==> config.mk <==
export PLATFORM = sky130hd
export DESIGN_NAME = opfr_front
export DESIGN_NICKNAME = d
export VERILOG_FILES = /design/src/sv/opfr_pkg.sv /design/src/sv/opfr_front.sv
export SDC_FILE = /design/constraint.sdc
export NUM_CORES = 1
export LEC_CHECK = 0
export BUFFER_PORTS_ARGS = -buffer_cell sky130_fd_sc_hd__buf_2
export CAP_MARGIN = 20
export CORE_ASPECT_RATIO = 0.6
export CORE_UTILIZATION = 35
export CTS_CLUSTER_DIAMETER = 120
export DETAILED_ROUTE_END_ITERATION = 6
export GPL_ROUTABILITY_DRIVEN = 0
export PLACE_DENSITY = 0.73
export SLEW_MARGIN = 10
export SYNTH_ARGS = -nofsm -noshare
export SYNTH_HDL_FRONTEND = slang
export SYNTH_SLANG_ARGS = --single-unit
==> constraint.sdc <==
create_clock -name i_clk -period 5.95 [get_ports i_clk]
set_input_delay 0.595 -clock i_clk [delete_from_list [all_inputs] [get_ports i_clk]]
set_output_delay 0.595 -clock i_clk [all_outputs]
set_load 0.1 [all_outputs]
==> src/sv/opfr_pkg.sv <==
// ----------------------------------------------------------------------------
// opfr_pkg
// Shared types and constants of the page framebuffer refresher.
// ----------------------------------------------------------------------------
package opfr_pkg;

    // request codes as they arrive on the input queue
    typedef enum logic [1:0] {
        REQ_DRAW   = 2'd0,
        REQ_LOAD   = 2'd1,
        REQ_CLEAR  = 2'd2,
        REQ_UPDATE = 2'd3
    } t_req_type;

    // operations handed from the front to the back
    typedef enum logic [2:0] {
        OP_DRAW   = 3'd0,
        OP_LOAD   = 3'd1,
        OP_CLEAR  = 3'd2,
        OP_UPDATE = 3'd3,
        OP_REJECT = 3'd4
    } t_op;

    localparam int PAGE_W     = 4;  // at most 16 pages
    localparam int WORD_IDX_W = 7;  // at most 128 words in a page
    localparam int LANE_W     = 3;  // at most 8 bytes in a word

    // refresh command bytes
    localparam logic [7:0] CMD_COL_HI = 8'h10;
    localparam logic [7:0] CMD_COL_LO = 8'h00;
    localparam logic [7:0] CMD_PAGE   = 8'hB0;
    localparam logic [3:0] CMD_COUNT  = 4'd3;

    localparam logic STATUS_OK  = 1'b0;
    localparam logic STATUS_BAD = 1'b1;

    typedef struct packed {
        t_req_type   req_type;
        logic [7:0]  column;
        logic [7:0]  row;
        logic [7:0]  page_index;
        logic [7:0]  byte_value;
    } t_request;

    typedef struct packed {
        logic        is_data;
        logic [3:0]  byte_count;
        logic [63:0] payload;
        logic        last;
        logic        status;
    } t_result;

    typedef struct packed {
        t_op                   op;
        logic [PAGE_W-1:0]     page;
        logic [WORD_IDX_W-1:0] word;
        logic [LANE_W-1:0]     lane;
        logic [7:0]            data;  // pixel mask for draw, byte for load
    } t_cmd;

endpackage

==> src/sv/opfr_front.sv <==
// ----------------------------------------------------------------------------
// opfr_front
// Takes requests, checks coordinates and splits the column into word and lane.
// ----------------------------------------------------------------------------
module opfr_front #(
    parameter int WIDTH      = 128,
    parameter int PAGES      = 16,
    parameter int WORD_BYTES = 8
) (
    input  logic              i_clk,
    input  logic              i_rst_n,
    input  logic              push,
    output logic              full,
    input  opfr_pkg::t_request i_request,
    input  logic              i_init_busy,
    output logic              o_cmd_valid,
    input  logic              i_cmd_ready,
    output opfr_pkg::t_cmd    o_cmd
);

    localparam int RECIP = (4096 + WORD_BYTES - 1) / WORD_BYTES;
    localparam logic [8:0] WIDTH_L = 9'(WIDTH);
    localparam logic [8:0] ROWS_L  = 9'(PAGES * 8);
    localparam logic [8:0] PAGES_L = 9'(PAGES);

    logic                r_stg_valid;
    opfr_pkg::t_request  r_req;
    logic                r_ok;
    logic [opfr_pkg::WORD_IDX_W-1:0] r_quot;

    logic        accept;
    logic        ok;
    logic [20:0] prod;
    logic [10:0] lane_full;

    assign full   = i_init_busy | (r_stg_valid & ~i_cmd_ready);
    assign accept = push & ~full;

    // column / WORD_BYTES through a reciprocal, exact for columns below WIDTH
    assign prod = 21'(i_request.column) * 21'(RECIP);

    always_comb begin
        unique case (i_request.req_type)
            opfr_pkg::REQ_DRAW:   ok = ({1'b0, i_request.column} < WIDTH_L) &&
                                       ({1'b0, i_request.row} < ROWS_L);
            opfr_pkg::REQ_LOAD:   ok = ({1'b0, i_request.column} < WIDTH_L) &&
                                       ({1'b0, i_request.page_index} < PAGES_L);
            opfr_pkg::REQ_CLEAR:  ok = 1'b1;
            opfr_pkg::REQ_UPDATE: ok = ({1'b0, i_request.page_index} < PAGES_L);
            default:              ok = 1'b0;
        endcase
    end

    always_ff @(posedge i_clk) begin
        if (!i_rst_n) begin
            r_stg_valid <= 1'b0;
        end else if (accept) begin
            r_stg_valid <= 1'b1;
        end else if (i_cmd_ready) begin
            r_stg_valid <= 1'b0;
        end
        if (accept) begin
            r_req  <= i_request;
            r_ok   <= ok;
            r_quot <= prod[12 +: opfr_pkg::WORD_IDX_W];
        end
    end

    assign lane_full = 11'(r_req.column) - 11'(r_quot) * 11'(WORD_BYTES);

    always_comb begin
        o_cmd.word = r_quot;
        o_cmd.lane = lane_full[opfr_pkg::LANE_W-1:0];
        o_cmd.page = r_req.page_index[opfr_pkg::PAGE_W-1:0];
        o_cmd.data = r_req.byte_value;
        unique case (r_req.req_type)
            opfr_pkg::REQ_DRAW: begin
                o_cmd.op   = opfr_pkg::OP_DRAW;
                o_cmd.page = r_req.row[6:3];
                o_cmd.data = 8'd1 << r_req.row[2:0];
            end
            opfr_pkg::REQ_LOAD:   o_cmd.op = opfr_pkg::OP_LOAD;
            opfr_pkg::REQ_CLEAR:  o_cmd.op = opfr_pkg::OP_CLEAR;
            opfr_pkg::REQ_UPDATE: begin
                // a page refresh always starts at the first word
                o_cmd.op   = opfr_pkg::OP_UPDATE;
                o_cmd.word = '0;
            end
            default:              o_cmd.op = opfr_pkg::OP_REJECT;
        endcase
        if (!r_ok) begin
            o_cmd.op = opfr_pkg::OP_REJECT;
        end
    end

    assign o_cmd_valid = r_stg_valid;

endmodule

=== Word level (Yosys, flattened, before mapping) ===
Index checks and enable logic that the tools add are counted.

* Register bits: 31
* Latch bits: 0
* Memory bits (writable): 0
* Memory bits (read-only): 0
* Input bits: 39
* Output and inout port bits: 27
* Word-level logic and storage cells: 37
* Memories kept: 0

* $add $sub $neg: 1
* $mul: 0
* Div/mod/pow operators: 0
* $lt $le $gt $ge: 3
* Equality and inequality tests: 6
* Shifts and indexed selects: 1
* Multiplexer cells: 8
* Bitwise gates (word level): 5
* Reduce and logical (&&, ||, !) cells: 5

{| class="wikitable"
|+ Operator list
! kind !! count
|-
| $lt A8 B8 Y1 const B || 2
|-
| $pmux W3 S4 || 1
|-
| $eq A2 B2 Y1 const B || 4
|-
| $lt A8 B5 Y1 const B || 1
|-
| $mux W8 || 1
|-
| $shl A1 B3 Y8 const A || 1
|-
| $mux W5 || 1
|-
| $eq A2 B1 Y1 const B || 2
|-
| $logic_not A2 Y1 || 2
|-
| $mux W4 || 1
|-
| $pmux W1 S4 || 1
|-
| $mux W3 || 1
|-
| $sub A3 B1 Y3 const B || 1
|-
| $and A1 B1 Y1 || 2
|-
| $logic_and A1 B1 Y1 || 2
|-
| $mux W1 || 2
|-
| $not A1 Y1 || 2
|-
| $reduce_bool A2 Y1 || 1
|-
| $or A1 B1 Y1 || 1
|}

=== Logic depth before layout (Yosys ltp) ===
Gate-level depths: netlist of run 1.

* Depth after elaboration: 6
* Depth in mapped cells: 5

=== Worst setup path before layout of run 1 ===
Ideal clock, no wire load.

* Path type: flip-flop to output port
* Start: register r_req[32] (netlist name)
* End: output port o_cmd[3] (netlist name)
* Data arrival time: 3137 ps
* Required time: 5355 ps
* Slack: 2218 ps
* Stages on the path, launching flop included: 5
* Path through: edfxtp_1 -> or2_1 -> buf_6 -> buf_8 -> o31ai_1

{| class="wikitable"
|+ RTL lines
! what !! RTL line !! source
|-
| from (decl) || opfr_front.sv:27 || <nowiki>opfr_pkg::t_request r_req;</nowiki>
|-
| from (signal assigned) || opfr_front.sv:63 || <nowiki>r_req <= i_request;</nowiki>
|-
| to (decl) || opfr_front.sv:18 || <nowiki>output opfr_pkg::t_cmd o_cmd</nowiki>
|}

==> flow_summary.ini, run 1 <==
[sta]
finalCritPeriodShare_pct = 45.0
clock_skew_ns = 0.00426
slew_headroom_pct = 57.3
min_period_ns = 2.68
rsz0062_at_grt = false
worst_tran_pin_value_ns = 0.641
max_slew_violation_count = 0
setup-tns-final_ns = 0
finalHoldViolations = 0
timing.fmax_mhz = 373
setup_viol = 0
worst_slack_ns = 3.27

[placement]
placed_area_sq_mm = 0.00160
post-dp-hpwl_microns = 1920
pre_cts_ws_ns = 3.56
port_buffers = 63
placed_cells = 184

[cts]
htreeDepth = 2
holdBufCountCts = 0
clockRootBuffer = clkbuf_8
cts.repair.resized = 0
cts.clk_slew.worst_paths_ns = 0.06
post-cts-setup-buffer-count = 0
cts_num_sinks = 31
tritoncts.num_buffers = 5
clk_path_buf_depth = 2
tritoncts = yes
worst_skew_pair_latency_ns = 0.27

[power]
leakage_uw = 0.000732
ir_worst_vdd_uv = 139
powerDensity_mw_per_mm2 = 309

[global_routing]
grt_util_all_layers_pct = 14.2
wire_length_of_the_first_global_routing_pass_microns = 3820
grt_overflow = 0
grt_antenna_before_repair = 0
first_global_vias = 854
maximum_number_of_pins_on_one_net_before_global_route_repair = 31

[die]
core-area_sq_mm = 0.00336
placementRows = 16
die_area_sq_mm = 0.00390
initial_core_util_pct = 37.9
floorplan.die.height_microns = 48.8
dieWidth_microns = 79.9
floorplan.io_pins = 66

[cells_and_area]
multi_input_comb_area_sq_um = 274
final.fill_count = 316
final_net_count = 185
flow.area_growth_from_synthesis_pct = 31.6
most-common-layout-cells = 63 x buf_2, 30 x edfxtp_1, 7 x and2_1
finish.cell_count_without_fillers = 192
final_cell_area_sq_mm = 0.00168
fraction_of_layout_instances_using_a_drive_strength_above_1_pct = 55.8
sequential_cell_area_sq_um = 921
mostFrequentLayoutCell = buf_2
n_antenna_cell = 0

[yosys]
synth_enable_flop_cells = 30
asyncSetResetFlopFracSynth_pct = 0
postSynth.topFlopCell = edfxtp_1
synth.avg_cell_area_sq_um = 15.7
syn-instance-count = 81
postSynthRegisterBits = 31
post_synth_cell_types = 22
synth-warning-count = 0
synth_area_sq_mm = 0.00127
synth.yosys.seq_area_share_pct = 72.2

[drt]
drt.antenna.violating_nets = 0
drt-vias-per-instance = 4.55
drt-total-wl_microns = 2470
wire_per_inst_microns = 12.9
post-route-drc-count = 0
drtIter0Drc = 37
dr.pass1.iters = 4
vias = 874

[worst_setup_path]
worstPathMaxFanout = 18
worstPathArrival_ns = 2.08
start_kind = flop
endpoint_kind_of_the_worst_setup_timing_path = primary output
crit_path_class = flop to primary output
reg2reg_setup_slack_ns = 4.68
worstPathRequired_ns = 5.36

[run]
timing.max_cap.violations = 0

[worst_hold_path]
timing.hold.worst.class = primary input to flop

[outcome]
status = complete, no violations
-- final timing paths --
kind	startpoint	cells after the start	endpoint
worst max register to register	o_cmd_valid$_SDFFE_PN0P_	4	r_quot[0]$_DFFE_PP_
worst max-delay path	r_req[32]$_DFFE_PP_	4	o_cmd[0]
worst min-delay path	i_request[24]	1	r_req[24]$_DFFE_PP_
worst min register to register	o_cmd_valid$_SDFFE_PN0P_	3	o_cmd_valid$_SDFFE_PN0P_
-- registers in the layout, summed over array words and instances, names as in the netlist --
name	flops
r_quot	5
r_ok	1
r_req	24
o_cmd_valid	1
-- metrics by stage --
| step | util, % | hold slack (ns) | power, uW |
|---|---|---|---|
| floorplan | - | 0.694 | 349 |
| global placement | 47.5 | 0.567 | 368 |
| detailed placement | 47.5 | 0.604 | 371 |
| CTS | 49.9 | 0.481 | 526 |
| global route | 49.9 | 0.475 | 542 |
| finish | 49.9 | 0.491 | 519 |
-- power breakdown --
part / switching, uW / internal [uW]
sequential: 3.55 / 251
combinational: 89.2 / 22.0
clock: 71.7 / 81.8
total: 164 / 355
-- cells by family after synthesis --
| group | synth area share (%) |
|---|---|
| simple gates | 8.83 |
| compound gates | 8.34 |
| mux | 3.53 |
| other cells | 0.294 |
| buf+inv | 6.77 |
| flops | 72.2 |
-- routing by layer --
metal | part of all wire (%) | GRT usage, % | vias up | wire (microns)
met4 | 1.4 | 8.93 | 0 | 35
met1 | 40 | 15.8 | 407 | 983
met5 | 0 | 0 | - | 0
li1 | - | - | 416 | -
met3 | 9.6 | 6.04 | 4 | 238
met2 | 49 | 22.5 | 47 | 1210
-- Yosys cell counts, types with 2 or more instances --
cell | instances | area share (%)
buf_4 | 5 | 2.9
nand2_1 | 6 | 1.8
mux2_2 | 4 | 3.5
o31ai_1 | 2 | 1.2
inv_1 | 6 | 1.8
a22o_2 | 4 | 3.1
nand2b_1 | 2 | 0.98
and2_1 | 7 | 3.4
o41ai_2 | 2 | 2.6
nor3_1 | 2 | 0.79
edfxtp_1 | 30 | 71
-- worst max-delay path: stages, from the launching register on --
cell and delay (ns):
edfxtp_1 0.40, or2_1 0.48, nor3_1 0.32, a22o_2 0.19
buf_2 0.41
-- area by class of cell --
| cell class | instances | area share (%) |
|---|---|---|
| Clock inverter | 1 | 0.298 |
| Sequential cell | 31 | 54.9 |
| Inverter | 6 | 1.34 |
| Clock buffer | 7 | 4.55 |
| Timing Repair Buffer | 64 | 19.2 |
| Multi-Input combinational cell | 38 | 16.3 |
| Tap cell | 45 | 3.36 |
No activity file was read; power rests on OpenSTA's default activity.
==> run 2: changes to the inputs <==
- PLACE_DENSITY: 0.73 -> 0.76
- clock period: 5.95 -> 2.4 ns (I/O delays scaled with it)
==> flow_summary.ini, run 2 (same netlist as run 1, synthesis figures left out) <==
[die]
floorplan.die.height_microns = 48.8
dieWidth_microns = 79.9
initial_core_util_pct = 37.9
die_area_sq_mm = 0.00390
placementRows = 16
core-area_sq_mm = 0.00336
floorplan.io_pins = 66

[worst_hold_path]
whs_path_depth = 1
min_from = i_request[29]
timing.hold.worst.class = primary input to flop
worstHoldEndpoint = r_quot[2]$_DFFE_PP_

[global_routing]
met2_demand_to_capacity_share_in_global_routing_pct = 20.1
grt_use_met3_pct = 6.60
maximum_number_of_pins_on_one_net_before_global_route_repair = 20
wire_length_of_the_first_global_routing_pass_microns = 3590
grt_antenna_before_repair = 0
grt_overflow = 0
gr-usage-met1_pct = 15.8
grt_util_all_layers_pct = 13.1
first_global_vias = 784
gr-max-usage-layer = met2

[cells_and_area]
n_antenna_cell = 0
final_net_count = 185
largest-register = r_req
largest_register_ffs = 24
fraction_of_layout_instances_using_a_drive_strength_above_1_pct = 58.5
finish.utilization_pct = 50.6
mostFrequentLayoutCell = buf_2
flow.area_growth_from_synthesis_pct = 33.4
top_regs = r_req: 24 flops, r_quot: 5 flops
most-common-layout-cells = 61 x buf_2, 30 x edfxtp_1, 7 x and2_1
final_cell_area_sq_mm = 0.00170

[cts]
holdBufCountCts = 0
cts_num_sinks = 31
tritoncts.num_buffers = 5
clk_path_buf_depth = 2
clockRootBuffer = clkbuf_8
worst_skew_pair_latency_ns = 0.28
tritoncts = yes
cts.clk_slew.worst_paths_ns = 0.07
htreeDepth = 2
cts.repair.resized = 0
post-cts-setup-buffer-count = 0

[drt]
vias = 865
wire_per_inst_microns = 12.6
drt-vias-per-instance = 4.51
post-route-drc-count = 0
dr.pass1.iters = 4
drtIter0Drc = 23
drt-total-wl_microns = 2420
drt.antenna.violating_nets = 0

[worst_setup_path]
crit_path_class = flop to primary output
start_kind = flop
worstPathMaxFanout = 18
worstPathRequired_ns = 2.16
regToRegStartpoint = o_cmd_valid$_SDFFE_PN0P_
r2r_cells = 4
reg2reg_setup_slack_ns = 0.92
critical_path.reg2reg.endpoint = r_req[3]$_DFFE_PP_
endpoint_kind_of_the_worst_setup_timing_path = primary output
worstPathArrival_ns = 2.02

[run]
timing.max_cap.violations = 0

[power]
leakage_uw = 0.000737
powerDensity_mw_per_mm2 = 761
ir_worst_vdd_uv = 443

[sta]
setup_viol = 0
max_slew_violation_count = 0
rsz0062_at_grt = false
setup-tns-final_ns = 0
clock_skew_ns = 0.00477
min_period_ns = 2.26
finalHoldViolations = 0
timing.fmax_mhz = 443
worst_slack_ns = 0.141
finalCritPeriodShare_pct = 94.1

[placement]
port_buffers = 63
placed_area_sq_mm = 0.00161
pre_cts_ws_ns = 0.349

[outcome]
status = complete, no violations
## run 2: cell type report
type                    instances  area (sq um)
inverters                       6          22.5
multi-input cells              38           292
flip-flops and latches         31           921
clock inverters                 1          5.00
fillers                       302          1660
well taps                      45          56.3
clock buffers                   7          76.3
repair buffers                 64           328
## run 2: how the worst max path moves through the flow
stage                              from        to  slack [ns]  cells past startpoint
finish              r_req[32]$_DFFE_PP_  o_cmd[2]        0.14                      4
global route        r_req[32]$_DFFE_PP_  o_cmd[0]        0.04                      4
detailed placement  r_req[32]$_DFFE_PP_  o_cmd[2]        0.35                      4
floorplan           r_req[32]$_DFFE_PP_  o_cmd[1]       -0.41                      4
CTS                 r_req[32]$_DFFE_PP_  o_cmd[5]        0.04                      4
global placement    r_req[32]$_DFFE_PP_  o_cmd[2]        0.43                      4
## run 2: worst max-delay path, cell delays in order, from the launching register on
cell and delay, ns:
edfxtp_1 0.40, or2_2 0.48, nor3_1 0.26, a22o_2 0.18, buf_2 0.41
## run 2: routing by layer
layer | vias to the layer above | wire length, microns
li1 | 419 | -
met1 | 391 | 1070
met2 | 50 | 1090
met3 | 5 | 238
met4 | 0 | 23
met5 | - | 0
## run 2: metrics by stage
stage	instances	hold WS, ns	total power (uW)
finish	192	0.137	1290
global route	192	0.123	1340
CTS	192	0.130	1300
detailed placement	184	0.419	922
global placement	184	0.416	917
floorplan	82	0.339	868
## run 2: power by group
part / total (uW) / internal (uW) / switching (uW)
Combinational: 280 / 56.8 / 223
Clock: 384 / 203 / 181
Sequential: 630 / 622 / 8.18
Total: 1290 / 882 / 412
