File: src/sv/opfr_pkg.sv
// ----------------------------------------------------------------------------
// opfr_pkg
// Shared types and constants of the page framebuffer refresher.
// ----------------------------------------------------------------------------
package opfr_pkg;

    // request codes as they arrive on the input queue
    typedef enum logic [1:0] {
        REQ_DRAW   = 2'd0,
        REQ_LOAD   = 2'd1,
        REQ_CLEAR  = 2'd2,
        REQ_UPDATE = 2'd3
    } t_req_type;

    // operations handed from the front to the back
    typedef enum logic [2:0] {
        OP_DRAW   = 3'd0,
        OP_LOAD   = 3'd1,
        OP_CLEAR  = 3'd2,
        OP_UPDATE = 3'd3,
        OP_REJECT = 3'd4
    } t_op;

    localparam int PAGE_W     = 4;  // at most 16 pages
    localparam int WORD_IDX_W = 7;  // at most 128 words in a page
    localparam int LANE_W     = 3;  // at most 8 bytes in a word

    // refresh command bytes
    localparam logic [7:0] CMD_COL_HI = 8'h10;
    localparam logic [7:0] CMD_COL_LO = 8'h00;
    localparam logic [7:0] CMD_PAGE   = 8'hB0;
    localparam logic [3:0] CMD_COUNT  = 4'd3;

    localparam logic STATUS_OK  = 1'b0;
    localparam logic STATUS_BAD = 1'b1;

    typedef struct packed {
        t_req_type   req_type;
        logic [7:0]  column;
        logic [7:0]  row;
        logic [7:0]  page_index;
        logic [7:0]  byte_value;
    } t_request;

    typedef struct packed {
        logic        is_data;
        logic [3:0]  byte_count;
        logic [63:0] payload;
        logic        last;
        logic        status;
    } t_result;

    typedef struct packed {
        t_op                   op;
        logic [PAGE_W-1:0]     page;
        logic [WORD_IDX_W-1:0] word;
        logic [LANE_W-1:0]     lane;
        logic [7:0]            data;  // pixel mask for draw, byte for load
    } t_cmd;

endpackage

File: src/sv/opfr_queue.sv
// ----------------------------------------------------------------------------
// opfr_queue
// Two-entry queue of classified operations between front and back.
// ----------------------------------------------------------------------------
module opfr_queue (
    input  logic           i_clk,
    input  logic           i_rst_n,
    input  logic           i_push,
    output logic           o_ready,
    input  opfr_pkg::t_cmd i_cmd,
    output logic           o_valid,
    input  logic           i_pop,
    output opfr_pkg::t_cmd o_cmd
);

    opfr_pkg::t_cmd r_entry [2];
    logic           r_wr_ptr;
    logic           r_rd_ptr;
    logic [1:0]     r_count;

    logic do_push;
    logic do_pop;

    assign o_ready = (r_count != 2'd2);
    assign o_valid = (r_count != 2'd0);
    assign do_push = i_push & o_ready;
    assign do_pop  = i_pop & o_valid;
    assign o_cmd   = r_entry[r_rd_ptr];

    always_ff @(posedge i_clk) begin
        if (!i_rst_n) begin
            r_wr_ptr <= 1'b0;
            r_rd_ptr <= 1'b0;
            r_count  <= 2'd0;
        end else begin
            if (do_push) begin
                r_wr_ptr <= ~r_wr_ptr;
            end
            if (do_pop) begin
                r_rd_ptr <= ~r_rd_ptr;
            end
            if (do_push && !do_pop) begin
                r_count <= r_count + 2'd1;
            end else if (do_pop && !do_push) begin
                r_count <= r_count - 2'd1;
            end
        end
        if (do_push) begin
            r_entry[r_wr_ptr] <= i_cmd;
        end
    end

endmodule

File: config.mk
export PLATFORM = sky130hd
export DESIGN_NAME = opfr_queue
export DESIGN_NICKNAME = d
export VERILOG_FILES = /design/src/sv/opfr_pkg.sv /design/src/sv/opfr_queue.sv
export SDC_FILE = /design/constraint.sdc
export NUM_CORES = 1
export LEC_CHECK = 0
export ABC_AREA = 1
export BUFFER_PORTS_ARGS = -buffer_cell sky130_fd_sc_hd__buf_2
export CORE_MARGIN = 10
export CORE_UTILIZATION = 30
export DETAILED_ROUTE_END_ITERATION = 12
export GPL_ROUTABILITY_DRIVEN = 0
export PLACE_DENSITY = 0.54
export SYNTH_ARGS = -nofsm -noshare
export SYNTH_HDL_FRONTEND = slang
export SYNTH_SLANG_ARGS = --single-unit
File: constraint.sdc
create_clock -name i_clk -period 2.05 [get_ports i_clk]
set_clock_uncertainty 0.1 [all_clocks]
set_input_delay 0.1025 -clock i_clk [delete_from_list [all_inputs] [get_ports i_clk]]
set_output_delay 0.1025 -clock i_clk [all_outputs]
set_load 0.01 [all_outputs]
* Word level (Yosys, flattened, before mapping)
Memories as Yosys holds them, arrays and structs flattened. A register that Yosys moved wholly into a read port is not among the register bits.
Cells that the tools add are included.
** Cells by class
- $add $sub $neg :: 2
- Eq/ne operators :: 1
- Mux-type cells :: 6
- Bitwise gates (word level) :: 4
- Reduce and logical (&&, ||, !) cells :: 6
** Operator list (count)
- 1-bit two-way mux :: 4
- 2-bit two-way mux :: 2
- 2-bit nonzero test :: 2
- 2-bit by 1-bit adder with 2-bit output, second input constant :: 1
- 1-bit bitwise AND :: 2
- 1-bit logical AND :: 2
- 1-bit logical NOT :: 2
- 2-bit != test, second input constant :: 1
- 1-bit NOT :: 2
- 2-bit by 1-bit subtractor with 2-bit output, second input constant :: 1
** Word-level totals
- Bits in registers :: 4
- Bits in writable memories :: 50
- Bits of input ports :: 29
- Output and inout bits :: 27
- Logic and storage cells :: 23
- Memories :: 1
** Memories
- r_entry :: depth 2, bits a word 25, read ports 1, clocked after Yosys merged registers in 1, write ports 1, RTL line opfr_queue.sv:16 : opfr_pkg::t_cmd r_entry [2];

* Logic depth before layout (Yosys ltp)
Gate-level depths: netlist of run 1.
- Word-level depth :: 6
- Mapped depth :: 11
- Gate-level depth less buffers :: 11

* Worst setup path before layout of run 1
OpenSTA, ideal clock, no wires.
- Path kind :: flip-flop to flip-flop
- From :: reg r_count[0]
- To :: mem r_entry[1][0] in the netlist's numbering (enable)
- Library setup time :: 0.407 ns
- Data arrival time :: 1.678 ns
- Data required time :: 1.543 ns
- Setup slack :: -0.135 ns
- Stages on the path, launching flop included :: 5
- Path buffers :: 0
- Period minus slack after synthesis :: 2.185 ns
- Path through :: dfxtp_1 inv_2 nand2_1 nand2_2 nor2_1
** Between the ends
- Word-level cells in the longest chain between the ends :: 4
** Ends and longest elaborated chain
- start: declaration :: RTL line opfr_queue.sv:19 : logic [1:0] r_count;
- start signal: assignment :: RTL line opfr_queue.sv:43 : r_count <= r_count + 2'd1;
- start signal: assignment :: RTL line opfr_queue.sv:45 : r_count <= r_count - 2'd1;
- 2-bit != test :: RTL line opfr_queue.sv:24 : assign o_ready = (r_count != 2'd2);
- via o_ready :: RTL line opfr_queue.sv:9 : output logic o_ready,
- 1-bit bitwise AND :: RTL line opfr_queue.sv:26 : assign do_push = i_push & o_ready;
- 1-bit two-way mux :: RTL line opfr_queue.sv:48 : if (do_push) begin
- 1-bit two-way mux (not written as such) :: RTL line opfr_queue.sv:49 : r_entry[r_wr_ptr] <= i_cmd;
- end: declaration :: RTL line opfr_queue.sv:16
The timed path passes the listed nets, and every way through them passes these cells.

==> results.md, run 1 <==
- Via Count: ~1,200
- Status: complete, no violations
- Post-Syn Area: 2150 µm²
- Largest family of logic cells by synthesized area: multiplexers
- Syn_nets: 145
- CP required: around 1900 ps
- Post-synthesis cell count: roughly 120
- TritonRoute pass-1 iters: 4
- GRT overflow: 0
- Synthesis warning total: 0
- DIE WIDTH: 105 µm
- Starting Density: approximately 31%
- Synth-to-Final Area Change: 37.0%
- Post-synthesis mux area share: 16.6%
- Post-synth EDFFs: 50
- Fin. max-slew vios: 0
- P per Cell Area: about 1100 nW/µm²
- Synth Area in Simple Gates: between 3 and 4%
- Worst Tran Pin Value: 340 ps
- Syn avg cell area: roughly 19 µm²
- Top cells by area, synth: edfxtp_1 (70%), mux2_4 (14%), dfxtp_1 (4.7%)
- Vias per Instance: 3.92
- Worst hold slack: between 100 and 150 ps
- Synth Area in XOR/XNOR: 0%
- Count leader, synth: edfxtp_1
- Die ar.: 11,000 µm²
- Worst Path Class, Setup: flip-flop to output pin
- TritonCTS clock tree: yes
- CTS Buf Count: 5
- Footprint of the multi-input gates: ~470 µm²
- CTS Root Cell: clkbuf_8
- Leakage: 1.18 nW
- Hold Fails Final Rpt: 0
- Fillers: between 600 and 700
- Placement Rows: 30
- I/O pins: 56
- Data arrival time of the critical path: approximately 1500 ps
- Top cells by count, synth: edfxtp_1 (50), mux2_4 (20), nand2_1 (8), nor2_1 (8), inv_1 (7)
- Vias in the first global route: around 1,300
- Post-synth top area share: about 70%
- Adder-Cell Fraction of Synth Area: 0.581%
- Max VDD drop: about 0.00051 V
- Core Region: about 6900 µm²
- Routed Antenna Nets: 0
- Largest net degree at the start of global routing: 18
- Seq. cell area: ~1600 µm²
- Highest clock rate: 580 MHz
- FF+latch count, synth: 55
- H-tree levels: 2
- Synth Flop Type: edfxtp_1
- Final critical-path share of the clock period: a little over four fifths
- Reg clk slew, reported paths: 90 ps
- Total Routing Usage GR: ~7.0%
- Routed wire length: ~3800 µm
- Total power: about 3.2 mW
- Critical Path End Type: output pin
- Netlist cell types: 17
- Area leader, netlist: edfxtp_1
- Post-detail-place hpwl: between 3000 and 4000 µm
- Final setup violation count: 0
- Layout cell share with drive strength beyond 1: a little under half
- Die Ht: roughly 100 µm
- Final Non-Filler Cells: between 300 and 400
- Residual DRC: 0
- Sink Count: 55
- Async S/R FF share, synth: 0%
- Drt initial violations: 25
- Routed len/inst: ~13 µm
- Nets: 235
- Initial antenna violation count: 0
- RSZ-0062 raised after global routing: false
- Ant diodes: 0
- Max-slew headroom: between 70% and 80%
- Number of port buffers: 55
- Min Clock Period, post-route: between 1500 and 2000 ps
- Setup TNS: 0 ps
- Total of max-cap violations: 0
- Clk buf depth: 2
- HP Class: input port to flip-flop
- Sequential area share after synthesis: about three quarters
- Worst-path maximum fanout: 15
- First-pass GRT wire length: a little over 6000 µm
- Worst skew pair latency: around 300 ps
- Crit path launch type: flip-flop
- Synth Area in Compound Gates: under 10%
- Placed insts: roughly 270
[critical path, stage by stage (launching register included)]
cell and delay [ps]:
dfxtp_2 550, buf_12 220, mux2_4 310, buf_2 140
[kinds of logic (layout without fill, tap and decap cells)]
kind of cell	count (synthesis)	in the layout
and+or+nand+nor	19	19
muxes	25	25
adders and majority gates	1	1
AOI/OAI and AO/OA	4	4
buffers and inverters	11	102
DFF	55	55
[per-stage QoR]
step,worst slack (ps),util [%],instance area [µm²]
2_1_floorplan,-135,-,2150
3_3_place_gp,599,37.2,2550
3_5_place_dp,567,37.2,2550
4_1_cts,274,42.9,2950
5_1_grt,219,42.9,2950
6_report,325,42.9,2950
[metal layers]
| metal | global-route usage, % | wire, µm | share of wire, % |
|---|---|---|---|
| met5 | 0 | 0 | 0 |
| met4 | 2.06 | 39 | 1.0 |
| met3 | 3.19 | 275 | 7.1 |
| met2 | 12.0 | 1880 | 49 |
| met1 | 7.73 | 1650 | 43 |
[worst paths after layout]
path	startpoint	to	slack [ps]	cells after the start
min reg2reg	r_rd_ptr	flip-flop	410	2
max	flip-flop	o_cmd[10]	320	3
min	i_pop	flip-flop	100	4
max reg2reg	r_count[0]	r_count[1]	560	10
[state kept, by name (all words and copies together) (netlist names), named ones only]
signal / cells
r_count: 2
r_entry: 50
r_rd_ptr: 1
r_wr_ptr: 1
[power by group]
part	switching, mW	internal (mW)	total, mW	leakage [nW]
clock	0.317	0.486	0.803	0.0644
combinational	0.421	0.463	0.884	0.603
sequential	0.0809	1.42	1.50	0.508
total	0.819	2.37	3.19	1.18
[timing repair]
action,in CTS,in global routing
setup buffers,0,0
resized for setup,0,0
endpoints found under the hold margin,55,0
hold buffers,26,0
[cell type report]
cell class,count,share of cell area [%]
inverter,8,1.02
clock buffer,5,2.33
tap,96,4.07
multi-input combinational,49,16.1
timing repair buffer,86,19.9
clock inverter,3,2.29
sequential,55,54.3
[placed cells by master (no fill, tap or decap)]
| cell type | synthesis | final |
|---|---|---|
| buf_2 | 0 | 55 |
| edfxtp_1 | 50 | 50 |
| dlygate4sd3_1 | 0 | 26 |
| mux2_4 | 20 | 20 |
| nand2_1 | 8 | 8 |
| inv_1 | 7 | 7 |
| nor2_1 | 8 | 6 |
| mux2_2 | 5 | 5 |
| clkbuf_8 | 0 | 5 |
| buf_4 | 0 | 4 |
| dfxtp_1 | 5 | 4 |
| nor2_2 | 0 | 2 |
| o21ai_0 | 2 | 2 |
| bufinv_16 | 0 | 2 |
| inv_2 | 1 | 1 |
| nand2_2 | 1 | 1 |
| o21a_1 | 1 | 1 |
| a21oi_1 | 1 | 1 |
| nand3_1 | 1 | 1 |
| nand4_1 | 1 | 1 |
| ha_1 | 1 | 1 |
| dfxtp_2 | 0 | 1 |
| clkinvlp_4 | 0 | 1 |
| buf_12 | 2 | 1 |
Power figures use the tool's default switching activity.
==> run 2, diff against run 1 <==
--- a/config.mk
+++ b/config.mk
@@ -11,7 +11,7 @@
 export CORE_UTILIZATION = 30
 export DETAILED_ROUTE_END_ITERATION = 12
 export GPL_ROUTABILITY_DRIVEN = 0
-export PLACE_DENSITY = 0.54
+export PLACE_DENSITY = 0.52
 export SYNTH_ARGS = -nofsm -noshare
 export SYNTH_HDL_FRONTEND = slang
 export SYNTH_SLANG_ARGS = --single-unit
==> constraint.sdc (replaced) <==
create_clock -name i_clk -period 1.7 [get_ports i_clk]
set_clock_uncertainty 0.1 [all_clocks]
set_input_delay 0.085 -clock i_clk [delete_from_list [all_inputs] [get_ports i_clk]]
set_output_delay 0.085 -clock i_clk [all_outputs]
set_load 0.01 [all_outputs]
==> run 2 against run 1 <==
  * Worst setup slack got worse by 210 ps
  * Largest cell class unchanged
  * Critical endpoint is now o_cmd[21]
  * Cell count decreased by 0.66%
  * Non-clock buffer count decreased by 2
  * Sequential cell count unchanged
  * Largest power group unchanged
  * Via count increased by 3.5%
  * Design area decreased by 0.42%
  * Combinational power increased by 28%
==> results.md, run 2 (same netlist as run 1, synthesis figures left out) <==
- Status: complete, no violations
- Placement Rows: 30 (unchanged)
- Worst Tran Pin Value: 203 ps (-137 ps)
- Initial antenna violation count: 0 (unchanged)
- Fin. max-slew vios: 0 (unchanged)
- Ant diodes: 0 (unchanged)
- Worst Path Class, Setup: flip-flop to output pin
- Critical Path End Type: output pin
- Post-detail-place hpwl: 3110 µm (+3.5%)
- GRT overflow: 0 (unchanged)
- Residual DRC: 0 (unchanged)
- Number of port buffers: 55 (unchanged)
- Sink Count: 55 (unchanged)
- Routed len/inst: 14.6 µm (+15%)
- Vias per Instance: 4.08 (+4.2%)
- Worst skew pair latency: 300 ps (about the same)
- Via Count: 1,224 (+3.5%)
- Crit path launch type: flip-flop
- Reg clk slew, reported paths: 90 ps (about the same)
- Total power: 3.78 mW (+19%)
- Max reg flops: 50 (unchanged)
- Worst hold slack: 74.1 ps (-25.9 ps)
- Vias in the first global route: 1,431 (+9.1%)
- Final setup violation count: 0 (unchanged)
- Regs by FF count: r_entry x50, r_count x2
- Most frequent cells in the layout: buf_2 (55), edfxtp_1 (50), dlygate4sd3_1 (26)
- Core Region: 6870 µm² (unchanged)
- Post-route cell area: 2940 µm² (-0.42%)
- P per Cell Area: 1290 nW/µm² (+19%)
- Commonest non-fill, non-tap cell in the layout: buf_2
- I/O pins: 56 (unchanged)
- Final critical-path share of the clock period: ~94%
- Total of max-cap violations: 0 (unchanged)
- Nets: 233 (-0.85%)
- Max VDD drop: 0.000488 V (-3.5%)
- Die ar.: 11,000 µm² (unchanged)
- Total Routing Usage GR: 8.05% (+1.0 points)
- TritonRoute pass-1 iters: 3 (-1)
- Drt initial violations: 39 (+56%)
- Data arrival time of the critical path: 1410 ps (-110 ps)
- Worst-path maximum fanout: 18 (+3)
- Post-layout util: 42.8% (-0.18 points)
- Biggest register: r_entry
- Layout cell share with drive strength beyond 1: 47.1% (-0.51 points)
- Clk buf depth: 2 (unchanged)
- DIE WIDTH: 105 µm (unchanged)
- Starting Density: 31.3% (unchanged)
- Max-slew headroom: 86.3% (+9.0 points)
- CTS Root Cell: clkbuf_8
- Leakage: 1.16 nW (-1.1%)
- Largest net degree at the start of global routing: 26 (+8)
- Hold Fails Final Rpt: 0 (unchanged)
- First-pass GRT wire length: 7150 µm (+15%)
- Fillers: 614 (-4.4%)
- H-tree levels: 2 (unchanged)
- DP Area: 2560 µm² (+0.39%)
- Routed wire length: 4390 µm (+14%)
- CTS Buf Count: 5 (unchanged)
- TritonCTS clock tree: yes
- RSZ-0062 raised after global routing: false
- Synth-to-Final Area Change: 36.5%
- CP required: 1510 ps (-340 ps)
- Min Clock Period, post-route: approximately 1600 ps
- Highest clock rate: ~630 MHz
- HP Class: input port to flip-flop
- Routed Antenna Nets: 0 (unchanged)
- Die Ht: 105 µm (unchanged)
-- run 2: cell count changes in the layout (fill, tap and decap cells not counted) --
cell / previous run / this run
buf_12: 1 / 3
buf_4: 4 / 0
bufinv_16: 2 / 1
clkinv_1: 0 / 1
clkinvlp_4: 1 / 0
dfxtp_2: 1 / 0
dfxtp_4: 0 / 1
inv_1: 7 / 6
inv_2: 1 / 2
inv_6: 0 / 1
-- run 2: final cells by class --
cell class / count / area, µm² / area share (%)
repair buffers: 84 / 596 / 20.3
clock inverters: 3 / 42.5 / 1.45
well taps: 96 / 120 / 4.09
multi-input cells: 49 / 474 / 16.1
clock buffers: 5 / 68.8 / 2.34
flip-flops and latches: 55 / 1610 / 54.7
inverters: 8 / 30.0 / 1.02
-- run 2: worst paths after layout --
path	slack, ps	to	startpoint	cells after the start
worst max-delay path	110	o_cmd[21]	flip-flop	3
worst min-delay path	70	r_wr_ptr	i_push	4
worst max register to register	170	r_count[1]	r_count[0]	10
worst min register to register	420	flip-flop	r_rd_ptr	2
-- run 2: per-stage QoR --
step | cells | setup TNS [ps] | worst slack (ps)
after floorplan | 115 | -4210 | -84.2
after detailed placement | 266 | 0 | 181
after CTS | 300 | 0 | 10.4
final | 300 | 0 | 110
after global placement | 266 | 0 | 320
after global routing | 300 | 0 | 12.9
-- run 2: critical path, cell delays in order (launching register included) --
cell     delay (ps)
dfxtp_4         440
buf_12          210
mux2_4          320
buf_2           140
-- run 2: what timing repair did --
action / in CTS / in global routing
resized for setup: 0 / 2
endpoints found under the setup margin: 0 / 19
setup buffers: 0 / 0
hold buffers: 26 / 0
endpoints found under the hold margin: 55 / 0
-- run 2: routing by layer --
layer / GRT usage, % / vias to the layer above / routed length [µm]
met2: 14.9 / 39 / 2260
met4: 2.94 / 0 / 58
met3: 3.07 / 4 / 279
met1: 8.02 / 584 / 1790
met5: 0 / - / 0
li1: - / 597 / -
-- run 2: power breakdown --
group          switching, mW  internal [mW]  total (mW)
combinational          0.556          0.574        1.13
sequential            0.0898           1.71        1.80
clock                  0.406          0.439       0.846
